## config.mk

```make
export PLATFORM = sky130hd
export DESIGN_NAME = decimal_multidigit_multiplier_core
export DESIGN_NICKNAME = d
export VERILOG_FILES = /design/src/design/dmm_pkg.sv /design/src/design/dmm_cell.sv /design/src/design/decimal_multidigit_multiplier_core.sv
export SDC_FILE = /design/constraint.sdc
export NUM_CORES = 2
export LEC_CHECK = 0
export ABC_AREA = 0
export BUFFER_PORTS_ARGS = -buffer_cell sky130_fd_sc_hd__buf_2
export CAP_MARGIN = 20
export CORE_MARGIN = 8
export CORE_UTILIZATION = 55
export DETAILED_ROUTE_END_ITERATION = 10
export GPL_TIMING_DRIVEN = 1
export PLACE_DENSITY = 0.71
export SKIP_CTS_REPAIR_TIMING = 1
export SLEW_MARGIN = 20
export SYNTH_ARGS = -nofsm -noshare
export SYNTH_HDL_FRONTEND = slang
export SYNTH_SLANG_ARGS = --single-unit
```

## constraint.sdc

```tcl
create_clock -name clk_i -period 24.4 [get_ports clk_i]
set_input_delay 1.22 -clock clk_i [delete_from_list [all_inputs] [get_ports clk_i]]
set_output_delay 1.22 -clock clk_i [all_outputs]
set_load 0.03 [all_outputs]
```

## src/design/dmm_pkg.sv

```systemverilog
package dmm_pkg;

  localparam int unsigned DigitW = 4;
  localparam int unsigned CarryW = 5;  // carry never exceeds 26
  localparam int unsigned SumW   = 9;  // digit + 15*15 + carry stays below 512

  typedef logic [DigitW-1:0] digit_t;
  typedef logic [CarryW-1:0] carry_t;
  typedef logic [SumW-1:0]   sum_t;

  // per-cell control, driven by the sequencer in the top level
  typedef struct packed {
    logic load;   // capture the incoming operand digit pair
    logic mult;   // add multiplier digit * b, shift a down and b up
    logic step;   // fold the carry-save sum into a digit and a carry
    logic shift;  // move product digits one cell toward the output
  } cell_ctrl_t;

  typedef struct packed {
    carry_t q;
    digit_t r;
  } div10_t;

  // split a small sum into quotient and remainder by ten
  // (reciprocal multiply, exact for sums below 320)
  function automatic div10_t split10(sum_t s);
    logic [16:0] m;
    sum_t        rem;
    div10_t      res;
    m     = 17'(s) * 17'd205;
    res.q = m[15:11];
    rem   = s - (SumW'(res.q) * SumW'(10));
    res.r = rem[DigitW-1:0];
    return res;
  endfunction

endpackage

```

## src/design/dmm_cell.sv

```systemverilog
module dmm_cell (
  input  logic                clk_i,
  input  logic                rst_ni,
  input  dmm_pkg::cell_ctrl_t ctrl_i,
  input  dmm_pkg::digit_t     load_a_i,
  input  dmm_pkg::digit_t     load_b_i,
  input  dmm_pkg::digit_t     mult_digit_i,
  input  dmm_pkg::digit_t     a_up_i,
  input  dmm_pkg::digit_t     b_dn_i,
  input  dmm_pkg::digit_t     p_up_i,
  input  dmm_pkg::carry_t     carry_i,
  output dmm_pkg::digit_t     a_o,
  output dmm_pkg::digit_t     b_o,
  output dmm_pkg::digit_t     p_o,
  output dmm_pkg::carry_t     carry_o,
  output dmm_pkg::carry_t     carry_next_o
);

  dmm_pkg::digit_t a_q, a_d;
  dmm_pkg::digit_t b_q, b_d;
  dmm_pkg::digit_t p_q, p_d;
  dmm_pkg::carry_t c_q, c_d;

  logic [7:0]       prod;
  dmm_pkg::sum_t    sum;
  dmm_pkg::div10_t  split;

  // carry-save digit: value is p + 10 * c, carry goes to the upper neighbor
  assign prod  = ctrl_i.mult ? ({4'd0, mult_digit_i} * {4'd0, b_q}) : 8'd0;
  assign sum   = dmm_pkg::SumW'(p_q) + dmm_pkg::SumW'(prod) + dmm_pkg::SumW'(carry_i);
  assign split = dmm_pkg::split10(sum);

  always_comb begin
    a_d = a_q;
    b_d = b_q;
    p_d = p_q;
    c_d = c_q;
    if (ctrl_i.load) begin
      a_d = load_a_i;
      b_d = load_b_i;
    end
    if (ctrl_i.mult) begin
      a_d = a_up_i;
      b_d = b_dn_i;
    end
    if (ctrl_i.step) begin
      p_d = split.r;
      c_d = split.q;
    end
    if (ctrl_i.shift) begin
      p_d = p_up_i;
      c_d = '0;
    end
  end

  always_ff @(posedge clk_i or negedge rst_ni) begin
    if (!rst_ni) begin
      a_q <= '0;
      b_q <= '0;
      p_q <= '0;
      c_q <= '0;
    end else begin
      a_q <= a_d;
      b_q <= b_d;
      p_q <= p_d;
      c_q <= c_d;
    end
  end

  assign a_o          = a_q;
  assign b_o          = b_q;
  assign p_o          = p_q;
  assign carry_o      = c_q;
  assign carry_next_o = ctrl_i.step ? split.q : '0;

endmodule

```

## src/design/decimal_multidigit_multiplier_core.sv

```systemverilog
// schoolbook decimal multiplier, DIGITS digits per operand
//
// input stream (s_axis): one request per operand digit pair, least
// significant first; tlast marks the final pair and starts the multiply.
// pairs beyond DIGITS are dropped, a nonzero one flags overflow.
// output stream (m_axis): DIGITS product digits, least significant first,
// tlast on the most significant one, tuser = overflow (same in every digit).
//
// timing: a non-final pair leaves s_axis_tready high. after a final pair the
// cell row spends the multiply state on partial products (one operand-a digit
// per cycle across all cells), then the flush state letting the carry-save
// carries settle, then hands out digits through the output register, one per
// cycle when the receiver keeps tready high. s_axis_tready comes back when
// the last digit sits in the output register.
// a stall on m_axis holds the output register; during emission it also
// freezes the cell row, while loading, multiply and settle run on regardless.
// reset (rst_ni low) clears all operand, product and carry cells, the load
// position and the overflow flag; stores are also left all zero after every
// emission.
module decimal_multidigit_multiplier_core #(
  parameter int unsigned DIGITS = 32
) (
  input  logic       clk_i,
  input  logic       rst_ni,
  // input requests
  input  logic       s_axis_tvalid,
  output logic       s_axis_tready,
  input  logic [7:0] s_axis_tdata,   // [3:0] digit_a, [7:4] digit_b
  input  logic       s_axis_tlast,   // final_digit
  // product digits
  output logic       m_axis_tvalid,
  input  logic       m_axis_tready,
  output logic [7:0] m_axis_tdata,   // [3:0] product_digit, [7:4] zero
  output logic       m_axis_tlast,   // last_digit
  output logic       m_axis_tuser    // overflow
);

  localparam int unsigned CntW = (DIGITS > 1) ? $clog2(DIGITS) : 1;
  localparam int unsigned PosW = $clog2(DIGITS + 1);

  // sequencer states, one-hot
  typedef enum logic [3:0] {
    ST_IDLE  = 4'b0001,
    ST_MULT  = 4'b0010,
    ST_FLUSH = 4'b0100,
    ST_EMIT  = 4'b1000
  } state_e;

  state_e           state_q, state_d;
  logic [CntW-1:0]  cnt_q, cnt_d;
  logic [PosW-1:0]  load_pos_q, load_pos_d;
  logic             ovf_q, ovf_d;
  logic             dropped_q, dropped_d;   // a nonzero b digit left the top cell

  logic             out_valid_q, out_valid_d;
  dmm_pkg::digit_t  out_digit_q, out_digit_d;
  logic             out_last_q, out_last_d;
  logic             out_ovf_q, out_ovf_d;

  dmm_pkg::digit_t  in_a, in_b;
  logic             in_fire, out_take, cnt_last, pos_full;

  // cell row wiring
  dmm_pkg::cell_ctrl_t ctrl_w [DIGITS];
  dmm_pkg::digit_t     a_w    [DIGITS];
  dmm_pkg::digit_t     b_w    [DIGITS];
  dmm_pkg::digit_t     p_w    [DIGITS];
  dmm_pkg::carry_t     c_w    [DIGITS];
  dmm_pkg::carry_t     cn_w   [DIGITS];

  assign in_a     = s_axis_tdata[3:0];
  assign in_b     = s_axis_tdata[7:4];
  assign s_axis_tready = (state_q == ST_IDLE);
  assign in_fire  = s_axis_tvalid && s_axis_tready;
  assign out_take = !out_valid_q || m_axis_tready;
  assign cnt_last = (cnt_q == CntW'(DIGITS - 1));
  assign pos_full = (load_pos_q == PosW'(DIGITS));

  for (genvar j = 0; j < DIGITS; j++) begin : g_cell
    dmm_pkg::digit_t a_up, b_dn, p_up;
    dmm_pkg::carry_t c_in;

    assign ctrl_w[j].load  = in_fire && (load_pos_q == PosW'(j));
    assign ctrl_w[j].mult  = (state_q == ST_MULT);
    assign ctrl_w[j].step  = (state_q == ST_MULT) || (state_q == ST_FLUSH);
    assign ctrl_w[j].shift = (state_q == ST_EMIT) && out_take;

    // a and the product move toward cell 0, b and carries move up
    if (j == DIGITS - 1) begin : g_top
      assign a_up = '0;
      assign p_up = '0;
    end else begin : g_mid
      assign a_up = a_w[j+1];
      assign p_up = p_w[j+1];
    end
    if (j == 0) begin : g_bot
      assign b_dn = '0;
      assign c_in = '0;
    end else begin : g_up
      assign b_dn = b_w[j-1];
      assign c_in = c_w[j-1];
    end

    dmm_cell u_cell (
      .clk_i        (clk_i),
      .rst_ni       (rst_ni),
      .ctrl_i       (ctrl_w[j]),
      .load_a_i     (in_a),
      .load_b_i     (in_b),
      .mult_digit_i (a_w[0]),
      .a_up_i       (a_up),
      .b_dn_i       (b_dn),
      .p_up_i       (p_up),
      .carry_i      (c_in),
      .a_o          (a_w[j]),
      .b_o          (b_w[j]),
      .p_o          (p_w[j]),
      .carry_o      (c_w[j]),
      .carry_next_o (cn_w[j])
    );
  end

  always_comb begin
    state_d     = state_q;
    cnt_d       = cnt_q;
    load_pos_d  = load_pos_q;
    ovf_d       = ovf_q;
    dropped_d   = dropped_q;
    out_valid_d = out_valid_q && !m_axis_tready;
    out_digit_d = out_digit_q;
    out_last_d  = out_last_q;
    out_ovf_d   = out_ovf_q;

    // a carry out of the top cell means the product needs more digits
    if (cn_w[DIGITS-1] != '0) begin
      ovf_d = 1'b1;
    end

    unique case (state_q)
      ST_IDLE: begin
        if (in_fire) begin
          if (pos_full) begin
            if ((in_a != '0) || (in_b != '0)) begin
              ovf_d = 1'b1;
            end
          end else begin
            load_pos_d = load_pos_q + 1'b1;
          end
          if (s_axis_tlast) begin
            state_d    = ST_MULT;
            cnt_d      = '0;
            dropped_d  = 1'b0;
            load_pos_d = '0;
          end
        end
      end
      ST_MULT: begin
        // partial products that land at position DIGITS or above
        if ((a_w[0] != '0) && dropped_q) begin
          ovf_d = 1'b1;
        end
        dropped_d = dropped_q || (b_w[DIGITS-1] != '0);
        cnt_d     = cnt_q + 1'b1;
        if (cnt_last) begin
          state_d = ST_FLUSH;
          cnt_d   = '0;
        end
      end
      ST_FLUSH: begin
        cnt_d = cnt_q + 1'b1;
        if (cnt_last) begin
          state_d = ST_EMIT;
          cnt_d   = '0;
        end
      end
      ST_EMIT: begin
        if (out_take) begin
          out_valid_d = 1'b1;
          out_digit_d = p_w[0];
          out_last_d  = cnt_last;
          out_ovf_d   = ovf_q;
          cnt_d       = cnt_q + 1'b1;
          if (cnt_last) begin
            state_d = ST_IDLE;
            cnt_d   = '0;
            ovf_d   = 1'b0;
          end
        end
      end
      default: begin
        state_d = ST_IDLE;
      end
    endcase
  end

  always_ff @(posedge clk_i or negedge rst_ni) begin
    if (!rst_ni) begin
      state_q     <= ST_IDLE;
      cnt_q       <= '0;
      load_pos_q  <= '0;
      ovf_q       <= 1'b0;
      dropped_q   <= 1'b0;
      out_valid_q <= 1'b0;
    end else begin
      state_q     <= state_d;
      cnt_q       <= cnt_d;
      load_pos_q  <= load_pos_d;
      ovf_q       <= ovf_d;
      dropped_q   <= dropped_d;
      out_valid_q <= out_valid_d;
    end
  end

  always_ff @(posedge clk_i) begin
    out_digit_q <= out_digit_d;
    out_last_q  <= out_last_d;
    out_ovf_q   <= out_ovf_d;
  end

  assign m_axis_tvalid = out_valid_q;
  assign m_axis_tdata  = {4'd0, out_digit_q};
  assign m_axis_tlast  = out_last_q;
  assign m_axis_tuser  = out_ovf_q;

endmodule

```

==> impl_metrics.py <==
metrics = {
    "cts": {
        "tritoncts": "yes",
        "cts-root-buf": "clkbuf_16",
        "cts_max_level": 3,
        "clk_pin_slew_ns": 0.06,
        "clockBufferDepth": 3,
        "cts_buffers": 72,
        "cts.sink_count": 563,
        "insertion_delay_ns": 0.66,
    },
    "cells_and_area": {
        "stdcell_count": 10700,
        "fillers": 13100,
        "nets": 11300,
        "fin_area_sq_um": 88700,
        "drive_above_1_share_pct": 2.49,
        "area.growth.synth_to_final_pct": 5.62,
    },
    "logic_synthesis": {
        "syn_area_per_cell_sq_um": 9.65,
        "ys_seq_area_share_pct": 16.8,
        "netlist.area_leader.share_pct": 29.2,
        "syn_area_sq_um": 84000,
        "ys_warn_count": 0,
        "synth_area_leaders": "ha_1 29%, fa_1 18%, dfrtp_1 17%",
        "ys_types": 67,
        "ys.flop_type": "dfrtp_1",
        "syn-instance-count": 8701,
        "synth_edf_count": 6,
        "yosys.area.top_type": "ha_1",
        "ys_ff_latch": 563,
        "async_flop_share_pct": 98.9,
    },
    "placed_design": {
        "numPortBuffers": 20,
        "dp_cells": 10500,
        "gp_congestion": 0.886,
        "dp_hpwl_um": 142000,
        "place_area_sq_um": 86000,
    },
    "run": {
        "maxCapViolations": 0,
    },
    "floorplan": {
        "io_pins": 25,
        "die-area_sq_um": 165000,
        "design.core.area_sq_um": 152000,
        "num_rows": 143,
        "initial_core_util_pct": 55.3,
        "fp.dieH_um": 407,
        "die_x_um": 407,
    },
    "timing": {
        "setup_tns_ns": 0,
        "tightest_slew_ns": 1.06,
        "hold_viol": 0,
        "rsz0062_at_grt": "false",
        "skew_ns": 0.0331,
        "fin_crit_sh_pct": 40.9,
        "period_needed_ns": 9.99,
        "final_max_slew_viol_count": 0,
        "slew_headroom_pct": 28.5,
        "max_clock_freq_ghz": 0.100,
        "setup_violations": 0,
    },
    "global_route": {
        "grt_pass1_vias": 63600,
        "gr-usage-all-layers_pct": 22.4,
        "grt_pass1_wl_um": 313000,
        "grt_max_degree": 200,
        "antenna_found_initial": 5,
        "overflow": 0,
    },
    "critical_path": {
        "critPathKind": "register to register",
        "cp_slowest_cell": "dfrtp_4",
        "crit_top_cell": "fa_1",
        "arrival_ns": 10.45,
        "max_stage_delay_ns": 0.72,
        "critPathMaxFanout": 51,
        "cp.required_ns": 24.86,
        "crit_path_start_kind": "register",
        "end_kind": "register",
    },
    "drt": {
        "vias": 59600,
        "first_iter_violations": 3050,
        "drt_wl_total_um": 182000,
        "drc": 0,
        "avgRoutedWirePerCell_um": 17.0,
        "drt-vias-per-instance": 5.59,
        "drt-pass1-iter-count": 5,
        "ant_nets": 0,
    },
    "worst_hold_path": {
        "hold_path_class": "register to register",
    },
    "outcome": {
        "outcome": "finished, final reports clean",
    },
}
-- cell type report --
| type | instances | area (sq um) | area share, % |
|---|---|---|---|
| Multi-Input combinational cell | 6671 | 64400 | 72.6 |
| Clock inverter | 41 | 617 | 0.695 |
| Tap cell | 2030 | 2540 | 2.86 |
| Sequential cell | 563 | 14100 | 15.9 |
| Timing Repair Buffer | 57 | 483 | 0.545 |
| Antenna cell | 6 | 15.0 | 0.0169 |
| Inverter | 1196 | 4490 | 5.07 |
| Clock buffer | 93 | 2020 | 2.28 |
-- sequential cells by signal, summed over array words and instances (netlist names), 4 cells and up --
register	count
g_cell.u_cell.carry_o	155
cnt_q	5
state_q	4
load_pos_q	6
g_cell.u_cell.a_o	128
g_cell.u_cell.b_o	128
out_digit_q	4
g_cell.u_cell.p_o	128
-- worst max-delay path, delay by kind of cell, from the launching register on --
kind,cells,cell delay [ns]
AO/OA/AOI/OAI,5,1.23
AND/OR/NAND/NOR,6,0.77
adder cells (fa/ha/maj),12,4.98
XOR/XNOR,4,0.86
flip-flops,1,0.72
buffers and inverters,3,1.20
-- layer usage --
metal / part of all wire (%) / GRT usage [%] / vias up
met5: 0 / 0 / -
met4: 2.7 / 6.60 / 0
met3: 3.8 / 2.41 / 295
met2: 47 / 37.6 / 1008
met1: 47 / 30.8 / 29400
li1: - / - / 28900
-- logic make-up (layout without fill, tap and decap cells) --
family | count (synthesis) | count (layout) | share of synthesized area [%]
adders and majority gates | 2720 | 2720 | 47.4
and+or+nand+nor | 1737 | 1737 | 9.64
buffers and inverters | 1470 | 1387 | 6.59
AOI/OAI and AO/OA | 1337 | 1337 | 10.1
xor gates and xnor gates | 616 | 616 | 6.43
DFF | 563 | 563 | 16.8
muxes | 257 | 257 | 3.06
other | 1 | 10 | 0.00447
-- synth_stat cells (8+ instances only) --
cell         n
o21bai_1    70
a22o_1      56
a21o_1     181
inv_1     1195
a221o_1     63
a211oi_1    17
o31ai_1      8
o31a_1       8
o21ai_0    425
or3_1       11
nor3_1       9
nor2_2      11
nand2b_1    12
a22oi_1     46
a21oi_1    306
xnor2_1    459
and2_1     328
clkbuf_1   248
nand2_1    776
nor2_1     303
xor2_1     157
nand3_1    119
ha_1      1957
a31oi_1      8
nor2b_1     42
o21a_1      69
or4_1        9
o211ai_1    32
fa_1       763
nand4_1     26
nor4_1      38
buf_1       20
dfrtp_1    556
and3_1      38
mux2i_1    257
-- through the flow --
stage               hold slack [ns]  setup slack [ns]  utilization (%)
floorplan                     0.425             15.77                -
global placement              0.458             14.67             56.7
detailed placement            0.461             14.49             56.7
CTS                           0.474             14.42             58.4
global route                  0.497             13.70             58.5
finish                        0.471             14.41             58.5
-- cells in the final DEF, fill, tap and decap left out, drive strengths merged, types with 8 or more instances in the layout --
| cell type | netlist | routed |
|---|---|---|
| a211oi | 17 | 17 |
| a21o | 181 | 181 |
| a21oi | 306 | 306 |
| a221o | 63 | 63 |
| a22o | 56 | 56 |
| a22oi | 46 | 46 |
| a31oi | 8 | 8 |
| and2 | 328 | 328 |
| and3 | 38 | 38 |
| buf | 26 | 57 |
| bufinv | 0 | 13 |
| clkbuf | 248 | 93 |
| clkinv | 0 | 17 |
| dfrtp | 556 | 556 |
| fa | 763 | 763 |
| ha | 1957 | 1957 |
| inv | 1196 | 1201 |
| mux2i | 257 | 257 |
| nand2 | 777 | 777 |
| nand2b | 12 | 12 |
| nand3 | 119 | 119 |
| nand4 | 26 | 26 |
| nor2 | 314 | 314 |
| nor2b | 42 | 42 |
| nor3 | 14 | 14 |
| nor4 | 38 | 38 |
| o211ai | 32 | 32 |
| o21a | 69 | 69 |
| o21ai | 425 | 425 |
| o21bai | 70 | 70 |
| o31a | 8 | 8 |
| o31ai | 8 | 8 |
| or3 | 11 | 11 |
| or4 | 9 | 9 |
| xnor2 | 459 | 459 |
| xor2 | 157 | 157 |
-- path summary, 6_finish.rpt --
check / from / end / slack, ns / depth (start not counted)
worst min register to register: g_cell[24].u_cell.a_o[0]$_DFFE_PN0P_ / g_cell[23].u_cell.a_o[0]$_DFFE_PN0P_ / 0.47 / 2
worst min-delay path: g_cell[24].u_cell.a_o[0]$_DFFE_PN0P_ / g_cell[23].u_cell.a_o[0]$_DFFE_PN0P_ / 0.47 / 2
worst max register to register: g_cell[0].u_cell.a_o[2]$_DFFE_PN0P_ / g_cell[30].u_cell.p_o[3]$_DFFE_PN0P_ / 14.41 / 30
worst max-delay path: g_cell[0].u_cell.a_o[2]$_DFFE_PN0P_ / g_cell[30].u_cell.p_o[3]$_DFFE_PN0P_ / 14.41 / 30
min in group asynchronous: rst_ni / g_cell[29].u_cell.p_o[3]$_DFFE_PN0P_ / 0.59 / 1
max in group asynchronous: rst_ni / g_cell[3].u_cell.p_o[0]$_DFFE_PN0P_ / 21.31 / 3
Power is not shown: default switching activity piles up to over one toggle a cycle in this logic, so the estimate is an artifact.
